### config.mk
export PLATFORM = sky130hd
export DESIGN_NAME = mode_s_escaped_frame_deframer_flat
export DESIGN_NICKNAME = d
export VERILOG_FILES = /design/src/msefd_pkg.sv /design/src/msefd_if.sv /design/src/mode_s_escaped_frame_deframer.sv /design/src/flat_wrapper.sv
export SDC_FILE = /design/constraint.sdc
export NUM_CORES = 1
export LEC_CHECK = 0
export BUFFER_PORTS_ARGS = -buffer_cell sky130_fd_sc_hd__buf_2
export CELL_PAD_IN_SITES_DETAIL_PLACEMENT = 1
export CELL_PAD_IN_SITES_GLOBAL_PLACEMENT = 1
export CORE_MARGIN = 2
export CORE_UTILIZATION = 50
export CTS_CLUSTER_DIAMETER = 80
export CTS_CLUSTER_SIZE = 30
export DETAILED_ROUTE_END_ITERATION = 8
export GPL_TIMING_DRIVEN = 0
export PLACE_DENSITY_LB_ADDON = 0.15
export SLEW_MARGIN = 20
export SYNTH_ARGS = -nofsm -noshare
export SYNTH_HDL_FRONTEND = slang
export SYNTH_SLANG_ARGS = --single-unit
### constraint.sdc
create_clock -name clock -period 10.88 [get_ports clock]
set_input_delay 1.088 -clock clock [delete_from_list [all_inputs] [get_ports clock]]
set_output_delay 1.088 -clock clock [all_outputs]
set_load 0.005 [all_outputs]
### src/msefd_pkg.sv
// Shared widths, byte codes and frame lengths for the escaped-frame deframer.
package msefd_pkg;

   localparam int unsigned BYTE_W = 8;
   localparam int unsigned TS_W   = 48;
   localparam int unsigned PAY_W  = 56;
   localparam int unsigned POS_W  = 5;

   localparam int unsigned TS_BYTES    = TS_W / BYTE_W;
   localparam int unsigned HEAD_LEN    = TS_BYTES + 1;
   localparam int unsigned SHORT_BYTES = PAY_W / BYTE_W;
   localparam int unsigned LONG_BYTES  = 2 * SHORT_BYTES;
   localparam int unsigned STORE_W     = LONG_BYTES * BYTE_W;

   localparam logic [POS_W-1:0] SHORT_TOTAL = POS_W'(HEAD_LEN + SHORT_BYTES);
   localparam logic [POS_W-1:0] LONG_TOTAL  = POS_W'(HEAD_LEN + LONG_BYTES);
   localparam logic [POS_W-1:0] LEVEL_POS   = POS_W'(TS_BYTES);

   localparam logic [BYTE_W-1:0] ESC_BYTE   = 8'h1a;
   localparam logic [BYTE_W-1:0] TYPE_SHORT = 8'h32;
   localparam logic [BYTE_W-1:0] TYPE_LONG  = 8'h33;
   localparam logic [BYTE_W-1:0] LEVEL_MAX  = 8'hff;

endpackage

### src/msefd_if.sv
// Request and response channel interfaces of the escaped-frame deframer.
interface msefd_req_if
   import msefd_pkg::*;
   ();
   logic              valid;
   logic              ready;
   logic [BYTE_W-1:0] rx_byte;

   modport source (output valid, output rx_byte, input ready);
   modport sink (input valid, input rx_byte, output ready);
endinterface

interface msefd_rsp_if
   import msefd_pkg::*;
   ();
   logic              valid;
   logic              ready;
   logic              frame_kind;
   logic [TS_W-1:0]   timestamp;
   logic [BYTE_W-1:0] signal_level;
   logic [PAY_W-1:0]  payload_first;
   logic [PAY_W-1:0]  payload_second;

   modport source (output valid, output frame_kind, output timestamp,
                   output signal_level, output payload_first, output payload_second,
                   input ready);
   modport sink (input valid, input frame_kind, input timestamp,
                 input signal_level, input payload_first, input payload_second,
                 output ready);
endinterface

### src/mode_s_escaped_frame_deframer.sv
// Top level of the escaped-frame deframer: byte unescaping, frame collection and result register.
// Latency: a result is valid in the cycle after the request that carries the last frame byte.
// Throughput: one request per cycle; req_chan.ready drops only while a result waits and
// rsp_chan.ready is low, since the single result register is the only buffering.
// Reset is synchronous and active high; it returns the deframer to hunting and clears
// the result valid. Timestamp, signal and payload registers are not reset.
module mode_s_escaped_frame_deframer
   import msefd_pkg::*;
   (
   input  logic          clock,
   input  logic          reset,
   msefd_req_if.sink     req_chan,
   msefd_rsp_if.source   rsp_chan
   );

   localparam logic [1:0] PH_HUNT  = 2'd0;
   localparam logic [1:0] PH_TYPE  = 2'd1;
   localparam logic [1:0] PH_FRAME = 2'd2;

   logic [1:0]         phase_ff, phase_in;
   logic               esc_ff, esc_in;
   logic [POS_W-1:0]   pos_ff, pos_in;
   logic               kind_ff, kind_in;
   logic [TS_W-1:0]    time_ff, time_in;
   logic [BYTE_W-1:0]  level_ff, level_in;
   logic [STORE_W-1:0] store_ff, store_in;

   logic               rsp_valid_ff, rsp_valid_in;
   logic               rsp_kind_ff, rsp_kind_in;
   logic [TS_W-1:0]    rsp_time_ff, rsp_time_in;
   logic [BYTE_W-1:0]  rsp_level_ff, rsp_level_in;
   logic [PAY_W-1:0]   rsp_first_ff, rsp_first_in;
   logic [PAY_W-1:0]   rsp_second_ff, rsp_second_in;

   logic               req_ready;
   logic               accept;
   logic [BYTE_W-1:0]  rx;
   logic               data_take;
   logic               frame_done;
   logic [POS_W-1:0]   pos_inc;
   logic [POS_W-1:0]   total;

   assign req_ready = !rsp_valid_ff || rsp_chan.ready;
   assign accept    = req_chan.valid && req_ready;
   assign rx        = req_chan.rx_byte;
   assign pos_inc   = pos_ff + POS_W'(1);
   assign total     = kind_ff ? LONG_TOTAL : SHORT_TOTAL;

   assign data_take = accept && (phase_ff == PH_FRAME)
                      && (esc_ff ? (rx == ESC_BYTE) : (rx != ESC_BYTE));
   assign frame_done = data_take && (pos_inc == total);

   always_comb begin
      phase_in = phase_ff;
      esc_in   = esc_ff;
      pos_in   = pos_ff;
      kind_in  = kind_ff;
      time_in  = time_ff;
      level_in = level_ff;
      store_in = store_ff;
      if (accept) begin
         case (phase_ff)
            PH_TYPE: begin
               esc_in = 1'b0;
               pos_in = '0;
               if (rx == TYPE_SHORT || rx == TYPE_LONG) begin
                  kind_in  = (rx == TYPE_LONG);
                  time_in  = '0;
                  phase_in = PH_FRAME;
               end else begin
                  phase_in = PH_HUNT;
               end
            end
            PH_FRAME: begin
               if (data_take) begin
                  esc_in = 1'b0;
                  if (pos_ff < LEVEL_POS) begin
                     time_in = {time_ff[TS_W-BYTE_W-1:0], rx};
                  end else if (pos_ff == LEVEL_POS) begin
                     level_in = rx;
                  end else begin
                     store_in = {store_ff[STORE_W-BYTE_W-1:0], rx};
                  end
                  if (frame_done) begin
                     phase_in = PH_HUNT;
                     pos_in   = '0;
                  end else begin
                     pos_in = pos_inc;
                  end
               end else if (esc_ff) begin
                  // A lone escape abandons the frame; this byte is the new type byte.
                  esc_in = 1'b0;
                  pos_in = '0;
                  if (rx == TYPE_SHORT || rx == TYPE_LONG) begin
                     kind_in  = (rx == TYPE_LONG);
                     time_in  = '0;
                     phase_in = PH_FRAME;
                  end else begin
                     phase_in = PH_HUNT;
                  end
               end else begin
                  esc_in = 1'b1;
               end
            end
            default: begin
               phase_in = (rx == ESC_BYTE) ? PH_TYPE : PH_HUNT;
            end
         endcase
      end
   end

   always_comb begin
      rsp_valid_in  = rsp_valid_ff;
      rsp_kind_in   = rsp_kind_ff;
      rsp_time_in   = rsp_time_ff;
      rsp_level_in  = rsp_level_ff;
      rsp_first_in  = rsp_first_ff;
      rsp_second_in = rsp_second_ff;
      if (frame_done) begin
         rsp_valid_in = 1'b1;
         rsp_kind_in  = kind_ff;
         rsp_time_in  = time_ff;
         rsp_level_in = (level_ff == LEVEL_MAX) ? '0 : level_ff;
         if (kind_ff) begin
            rsp_first_in  = store_in[STORE_W-1:PAY_W];
            rsp_second_in = store_in[PAY_W-1:0];
         end else begin
            rsp_first_in  = store_in[PAY_W-1:0];
            rsp_second_in = '0;
         end
      end else if (rsp_chan.ready) begin
         rsp_valid_in = 1'b0;
      end
   end

   always_ff @(posedge clock) begin
      if (reset) begin
         phase_ff     <= PH_HUNT;
         esc_ff       <= 1'b0;
         pos_ff       <= '0;
         kind_ff      <= 1'b0;
         rsp_valid_ff <= 1'b0;
      end else begin
         phase_ff     <= phase_in;
         esc_ff       <= esc_in;
         pos_ff       <= pos_in;
         kind_ff      <= kind_in;
         rsp_valid_ff <= rsp_valid_in;
      end
   end

   always_ff @(posedge clock) begin
      time_ff       <= time_in;
      level_ff      <= level_in;
      store_ff      <= store_in;
      rsp_kind_ff   <= rsp_kind_in;
      rsp_time_ff   <= rsp_time_in;
      rsp_level_ff  <= rsp_level_in;
      rsp_first_ff  <= rsp_first_in;
      rsp_second_ff <= rsp_second_in;
   end

   assign req_chan.ready         = req_ready;
   assign rsp_chan.valid         = rsp_valid_ff;
   assign rsp_chan.frame_kind    = rsp_kind_ff;
   assign rsp_chan.timestamp     = rsp_time_ff;
   assign rsp_chan.signal_level  = rsp_level_ff;
   assign rsp_chan.payload_first = rsp_first_ff;
   assign rsp_chan.payload_second = rsp_second_ff;

   a_esc_in_frame: assert property (@(posedge clock) disable iff (reset)
      esc_ff |-> (phase_ff == PH_FRAME))
      else $error("escape pending outside a frame");

   a_pos_idle: assert property (@(posedge clock) disable iff (reset)
      (phase_ff != PH_FRAME) |-> (pos_ff == '0))
      else $error("byte position not cleared outside a frame");

   a_pos_bound: assert property (@(posedge clock) disable iff (reset)
      (phase_ff == PH_FRAME) |-> (pos_ff < total))
      else $error("byte position past frame end");

   a_result_source: assert property (@(posedge clock) disable iff (reset)
      $rose(rsp_valid_ff) |-> ($past(phase_ff) == PH_FRAME && $past(accept)))
      else $error("result raised without a frame byte");

   a_short_zero: assert property (@(posedge clock) disable iff (reset)
      (rsp_valid_ff && !rsp_kind_ff) |-> (rsp_second_ff == '0))
      else $error("short frame with nonzero second payload");

endmodule

### src/flat_wrapper.sv
// flat-port wrapper written by rule: the top's interface ports become plain ports
module mode_s_escaped_frame_deframer_flat import msefd_pkg::*;
  (clock, reset, req_chan_valid, req_chan_rx_byte, req_chan_ready, rsp_chan_valid, rsp_chan_frame_kind, rsp_chan_timestamp, rsp_chan_signal_level, rsp_chan_payload_first, rsp_chan_payload_second, rsp_chan_ready);
  msefd_req_if req_chan_i ();
  msefd_rsp_if rsp_chan_i ();
  input  logic clock;
  input  logic reset;
  input wire logic [$bits(req_chan_i.valid)-1:0] req_chan_valid;
  input wire logic [$bits(req_chan_i.rx_byte)-1:0] req_chan_rx_byte;
  output wire logic [$bits(req_chan_i.ready)-1:0] req_chan_ready;
  output wire logic [$bits(rsp_chan_i.valid)-1:0] rsp_chan_valid;
  output wire logic [$bits(rsp_chan_i.frame_kind)-1:0] rsp_chan_frame_kind;
  output wire logic [$bits(rsp_chan_i.timestamp)-1:0] rsp_chan_timestamp;
  output wire logic [$bits(rsp_chan_i.signal_level)-1:0] rsp_chan_signal_level;
  output wire logic [$bits(rsp_chan_i.payload_first)-1:0] rsp_chan_payload_first;
  output wire logic [$bits(rsp_chan_i.payload_second)-1:0] rsp_chan_payload_second;
  input wire logic [$bits(rsp_chan_i.ready)-1:0] rsp_chan_ready;
  assign req_chan_i.valid = req_chan_valid;
  assign req_chan_i.rx_byte = req_chan_rx_byte;
  assign req_chan_ready = req_chan_i.ready;
  assign rsp_chan_valid = rsp_chan_i.valid;
  assign rsp_chan_frame_kind = rsp_chan_i.frame_kind;
  assign rsp_chan_timestamp = rsp_chan_i.timestamp;
  assign rsp_chan_signal_level = rsp_chan_i.signal_level;
  assign rsp_chan_payload_first = rsp_chan_i.payload_first;
  assign rsp_chan_payload_second = rsp_chan_i.payload_second;
  assign rsp_chan_i.ready = rsp_chan_ready;
  mode_s_escaped_frame_deframer u_core (.clock(clock), .reset(reset), .req_chan(req_chan_i), .rsp_chan(rsp_chan_i));
endmodule
# --- Word level (Yosys, flattened, before mapping) ---
# Cells that the tools add are included.
op_classes:
  n_addsub: 1
  order_cmp: 1
  eq_ne: 14
  n_mux: 32
  bitwise_logic: 1
  n_reduce_logical: 15
ops:
  columns: ["cell", "n"]
  rows:
  - ["two-way mux 112 bit", 5]
  - ["two-way mux 48 bit", 4]
  - ["case mux 48 bit (2 select lines)", 1]
  - ["two-way mux 56 bit", 1]
  - ["two-way mux 5 bit", 4]
  - ["== test 8 x 6 -> 1 bit, second input constant", 2]
  - ["case mux 5 bit (2 select lines)", 1]
  - ["two-way mux 1 bit", 9]
  - ["== test 8 x 5 -> 1 bit, second input constant", 1]
  - ["== test 8 bit, second input constant", 1]
  - ["two-way mux 2 bit", 4]
  - ["inequality test 8 x 5 -> 1 bit, second input constant", 1]
  - ["AND reduction 4 bit", 2]
  - ["inequality test 3 bit, second input constant", 2]
  - ["AND reduction 3 bit", 2]
  - ["adder 5 x 1 -> 5 bit, second input constant", 1]
  - ["== test 5 x 3 -> 1 bit, second input constant", 1]
  - ["== test 5 bit", 1]
  - ["less-than comparator 5 x 3 -> 1 bit, second input constant", 1]
  - ["AND reduction 5 bit", 1]
  - ["logical AND 1 bit", 4]
  - ["case mux 1 bit (2 select lines)", 2]
  - ["case mux 2 bit (2 select lines)", 1]
  - ["nonzero test 2 bit", 2]
  - ["9 further kinds", 10]
word_totals:
  register_bits: 347
  output_inout_bits: 171
  word_cells: 77

# --- Depth between registers and ports, before layout ---
logic_depth:
  word_depth: 9
  ltp_mapped: 8
  mapped_depth_nobuf: 7

# --- Worst setup path before layout ---
# OpenSTA, ideal clock, no wires.
synth_timing:
  kind: "input-to-reg"
  startpoint: "in req_chan_rx_byte[2]"
  endpoint: "reg u_core.time_ff[0], enable pin"
  setup_time_ns: 0.469
  arrival_ns: 4.393
  t_required_ns: 10.411
  path_slack_ns: 6.018
  path_stages: 5
  n_path_buf: 1
  cell_sequence: "nor4b_2 > and3b_1 > nor3_2 > clkbuf_1 > a21oi_1"
synth_between:
  elab_chain_cells: 5
  elab_cells_between_ends: 7
  classes_between: "eq/ne: 4; mux: 1; reduce/logical: 2"
synth_rtl:
  columns: ["element", "line_no", "text"]
  rows:
  - ["start, declared", "flat_wrapper.sv:9", "input wire logic [$bits(req_chan_i.rx_byte)-1:0] req_chan_rx_byte;"]
  - ["inequality test 8 x 5 -> 1 bit or == test 8 x 5 -> 1 bit (tied branches)", "mode_s_escaped_frame_deframer.sv:50", "&& (esc_ff ? (rx == ESC_BYTE) : (rx != ESC_BYTE));"]
  - ["two-way mux 1 bit *", "mode_s_escaped_frame_deframer.sv:50", null]
  - ["logical AND 1 bit *", "mode_s_escaped_frame_deframer.sv:50", null]
  - ["inequality test 3 x 1 -> 1 bit (no line) or inequality test 3 bit (tied branches)", null, null]
  - ["AND reduction 4 bit (no line) *", null, null]
  - ["end signal, assigned", "mode_s_escaped_frame_deframer.sv:153", "time_ff <= time_in;"]
  - ["end, declared", "mode_s_escaped_frame_deframer.sv:24", "logic [TS_W-1:0] time_ff, time_in;"]
# Mark *: on every way between the ends. The rest lies on a longest branch, timed or not.
# A chain may end at the register's enable or synchronous reset.

# --- Final worst setup path ---
layout_timing:
  startpoint: "in req_chan_rx_byte[2]"
  endpoint: "reg u_core.rsp_second_ff[41] (netlist: u_core.rsp_chan.payload_second[41]), enable pin"
layout_between:
  elab_chain_cells: 4
  elab_cells_between_ends: 5
  classes_between: "eq/ne: 2; mux: 1; reduce/logical: 2"
layout_rtl:
  columns: ["element", "line_no", "text"]
  rows:
  - ["inequality test 8 x 5 -> 1 bit or == test 8 x 5 -> 1 bit (tied branches)", "mode_s_escaped_frame_deframer.sv:50", null]
  - ["two-way mux 1 bit *", "mode_s_escaped_frame_deframer.sv:50", null]
  - ["logical AND 1 bit *", "mode_s_escaped_frame_deframer.sv:50", null]
  - ["logical AND 1 bit *", "mode_s_escaped_frame_deframer.sv:51", "assign frame_done = data_take && (pos_inc == total);"]
  - ["net u_core.frame_done", "mode_s_escaped_frame_deframer.sv:39", "logic frame_done;"]
  - ["end signal, assigned", "mode_s_escaped_frame_deframer.sv:160", "rsp_second_ff <= rsp_second_in;"]
  - ["end, declared", "mode_s_escaped_frame_deframer.sv:33", "logic [PAY_W-1:0] rsp_second_ff, rsp_second_in;"]
# The timed path passes the listed nets; every way through them passes the cells marked *.

==> out/summary.log <==
[sta] fmax 0.250 GHz
[hold_path] depth of the worst hold-timing path 2
[yosys] register bit total from synthesis 347
[hold_path] terminating pin of the worst hold path u_core.store_ff[104]
[sta] setup tns final 0 ns
[sta] Hold Fails Final Rpt 0
[global_route] pin count of the biggest net entering global routing 89
[drt] first-iteration detailed-routing DRC count 503
[placed_design] placer's final routability congestion estimate 0.791
[hold_path] Worst Hold Launch u_core.store_ff[104]
[yosys] post-synth top area cell edfxtp_1
[clock_network] buffers inserted by post-CTS timing repair 0
[drt] number of remaining DRC errors 0
[yosys] unique cell type count in the Yosys netlist 43
[critical_path] reg2reg path depth 8
[yosys] count of flip-flops with a built-in enable after synthesis 225
[power] pwr/cell area 141 nW/µm²
[yosys] top cell type's share of synthesized area 51.6%
[clock_network] clock slew at reported path FFs 0.11 ns
[critical_path] r2r setup slk 7.49 ns
[drt] via count normalized by instance count 5.19
[clock_network] Resized Gates After CTS 0
[yosys] mean post-synth cell area 13.5 µm²
[sta] minimum clock period after layout 4.00 ns
[yosys] sequential share of the synthesized area 70.3%
[critical_path] startpoint class of the critical path input pin
[yosys] Primary FF master, synth edfxtp_1
[sta] RSZ-0062 raised after global routing false
[power] static power due to leakage 5.62 nW
[critical_path] critical-path maximum fanout 88
[critical_path] CP endpoint kind flip-flop
[yosys] ys async rst share 0%
[placed_design] Detail Placement HPWL 22.7 mm
[drt] Antenna Nets Post-Route 0
[layout] most common cell after layout, fill and taps aside edfxtp_1
[clock_network] number of clock sinks 347
[critical_path] WP data arrival 4.17 ns
[layout] fraction of layout instances using a drive strength above 1 19.4%
[floorplanning] die height 166 µm
[critical_path] Max stage delay cell, worst path nor3_2
[clock_network] maximum count of clock buffers along a single path 3
[job] max-cap viol count 0
[sta] Least-Margin Pin Slew 1.01 ns
[sta] final setup fails 0
[clock_network] insertion delay to the later sink of the worst-skew pair 0.51 ns
[drt] post-detailed-routing wire length 31.5 mm
[floorplanning] x dimension of the die 166 µm
[drt] number of iterations in the first detailed-routing pass 5
[clock_network] count of H-tree levels built during CTS 1
[drt] routed wirelength normalized by instance count 20.8 µm
[global_route] Total Routing Usage GR 22.6%
[hold_path] type of the most critical hold path flip-flop to flip-flop
[floorplanning] Row Count 59
[global_route] first-pass GRT wire length 48.6 mm
[critical_path] required time reported for the critical path endpoint 11.04 ns
[yosys] biggest area contributors in the synthesized netlist edfxtp_1 52%, dfxtp_1 19%, mux2i_1 13%, inv_1 3.4%, nor2b_1 3.2%
[floorplanning] Top Ports 183
[global_route] antenna violations before repair 1
[floorplanning] die area 27500 µm²
[layout] most frequent cells in the layout 225 x edfxtp_1, 188 x buf_2, 169 x mux2i_1
[critical_path] reg-to-reg critical path startpoint u_core.phase_ff[0]
[yosys] mapped cell area 13100 µm²
[critical_path] critical register-to-register path endpoint u_core.rsp_chan.payload_second[41]
[layout] number of filler cells placed in the layout 2644
[yosys] Mapped Cells 967
[clock_network] number of buffers inserted by hold repair at cts 0
[global_route] GRT overflow 0
[floorplanning] floorplan core area 25900 µm²
[placed_design] Port-buffer cells 182
[yosys] synth warn 0
[layout] Area growth syn-to-layout 15.0%
[outcome] run status finished, final reports clean
[power] worst IR drop on VDD 0.000157 V
[power] Pwr Total 2.13 mW
[sta] final count of pins violating max slew 0
[global_route] via count of the first global-routing pass 8333
[clock_network] TritonCTS buffer count 16
[sta] largest clock skew in the final design 0.0330 ns
[sta] relative slew slack 31.8%
[clock_network] cell at the root of the clock tree clkbuf_16
[critical_path] critical setup path kind input pin to flip-flop
[sta] share of the clock period used by the worst path 36.8%
[yosys] net count after synthesis 983
[drt] Via Count 7871
[clock_network] CTS tree built
[critical_path] critical path, cell by cell buf_2, nor4b_2, a21boi_1, nor3_2, clkbuf_1, nand2_1, inv_8, buf_16
[layout] final-stage net count 1186
[critical_path] crit-path max cell delay 0.55 ns
[floorplanning] initial cell density of the core 50.5%
## worst max path at each step
| stage | start | end | slack, ns | depth (start not counted) |
|---|---|---|---|---|
| floorplan | req_chan_rx_byte[2] | u_core.time_ff[0] | 6.02 | 5 |
| global placement | req_chan_rx_byte[2] | u_core.time_ff[41] | 4.45 | 6 |
| detailed placement | req_chan_rx_byte[2] | u_core.rsp_chan.payload_second[42] | 6.31 | 8 |
| CTS | req_chan_rx_byte[2] | u_core.rsp_chan.payload_second[20] | 6.83 | 8 |
| global route | req_chan_rx_byte[2] | u_core.rsp_chan.payload_second[20] | 6.49 | 8 |
| finish | req_chan_rx_byte[2] | u_core.rsp_chan.payload_second[41] | 6.88 | 8 |
## synth_stat cells, types with 3 or more instances
| master | count |
|---|---|
| nand4_1 | 8 |
| nor2b_1 | 67 |
| nand2_1 | 105 |
| inv_1 | 117 |
| edfxtp_1 | 225 |
| ha_1 | 4 |
| o21ai_1 | 49 |
| buf_2 | 6 |
| nand3_1 | 4 |
| a21oi_1 | 8 |
| buf_4 | 9 |
| o21ai_0 | 3 |
| clkbuf_1 | 28 |
| dfxtp_1 | 122 |
| and2_1 | 3 |
| nor2_1 | 6 |
| mux2i_1 | 169 |
## routing by layer
layer | up-vias | part of all wire [%] | global-route usage [%]
met5 | - | 0 | 0
met4 | 0 | 2.1 | 5.22
met3 | 32 | 3.7 | 2.57
met2 | 181 | 49 | 38.2
met1 | 3943 | 45 | 31.7
li1 | 3715 | - | -
## stage by stage
stage | instance area [µm²] | utilization (%) | setup slack, ns | hold slack, ns | instances
after floorplan | 13100 | - | 6.02 | 0.406 | 967
after global placement | 14400 | 55.6 | 4.45 | 0.435 | 1484
after detailed placement | 14500 | 56.0 | 6.31 | 0.442 | 1487
after CTS | 15100 | 58.1 | 6.83 | 0.471 | 1515
after global routing | 15100 | 58.1 | 6.49 | 0.490 | 1516
final | 15100 | 58.1 | 6.88 | 0.470 | 1516
## critical path: cells and delay by family
family,cells,cell delay [ns]
AO/OA/AOI/OAI,1,0.19
buffers and inverters,4,1.46
AND/OR/NAND/NOR,3,1.30
## state kept, by name, indices dropped and copies added (netlist names)
| signal | flops |
|---|---|
| u_core.level_ff | 8 |
| u_core.kind_ff | 1 |
| u_core.time_ff | 48 |
| u_core.pos_ff | 5 |
| u_core.esc_ff | 1 |
| u_core.rsp_chan.valid | 1 |
| u_core.rsp_chan.payload_second | 56 |
| u_core.rsp_chan.signal_level | 8 |
| u_core.rsp_chan.payload_first | 56 |
| u_core.phase_ff | 2 |
| u_core.store_ff | 112 |
| u_core.rsp_chan.timestamp | 48 |
| u_core.rsp_chan.frame_kind | 1 |
## cell type report
cell class	instances	area (µm²)	area share, %
multi-input cells	459	3260	21.6
plain buffers	43	203	1.35
clock buffers	22	465	3.09
repair buffers	185	993	6.60
flip-flops and latches	347	9200	61.1
inverters	118	450	2.99
diodes	1	2.50	0.0166
clock inverters	6	67.6	0.449
well taps	335	419	2.78
## kinds of logic after synthesis
group | count (synthesis) | share of synthesized area (%)
AOI/OAI and AO/OA | 73 | 3.10
adders and majority gates | 4 | 0.382
DFF | 347 | 70.3
muxes | 169 | 12.9
buffers and inverters | 161 | 4.93
and+or+nand+nor | 211 | 8.25
xor gates and xnor gates | 2 | 0.134
## where the power goes
| part | internal, mW | leakage, nW | total, mW | switching, mW |
|---|---|---|---|---|
| Combinational | 0.00271 | 2.59 | 0.00900 | 0.00628 |
| Clock | 0.324 | 0.266 | 0.734 | 0.409 |
| Sequential | 1.38 | 2.77 | 1.38 | 0.0000756 |
(Power assumes the default switching activity.)
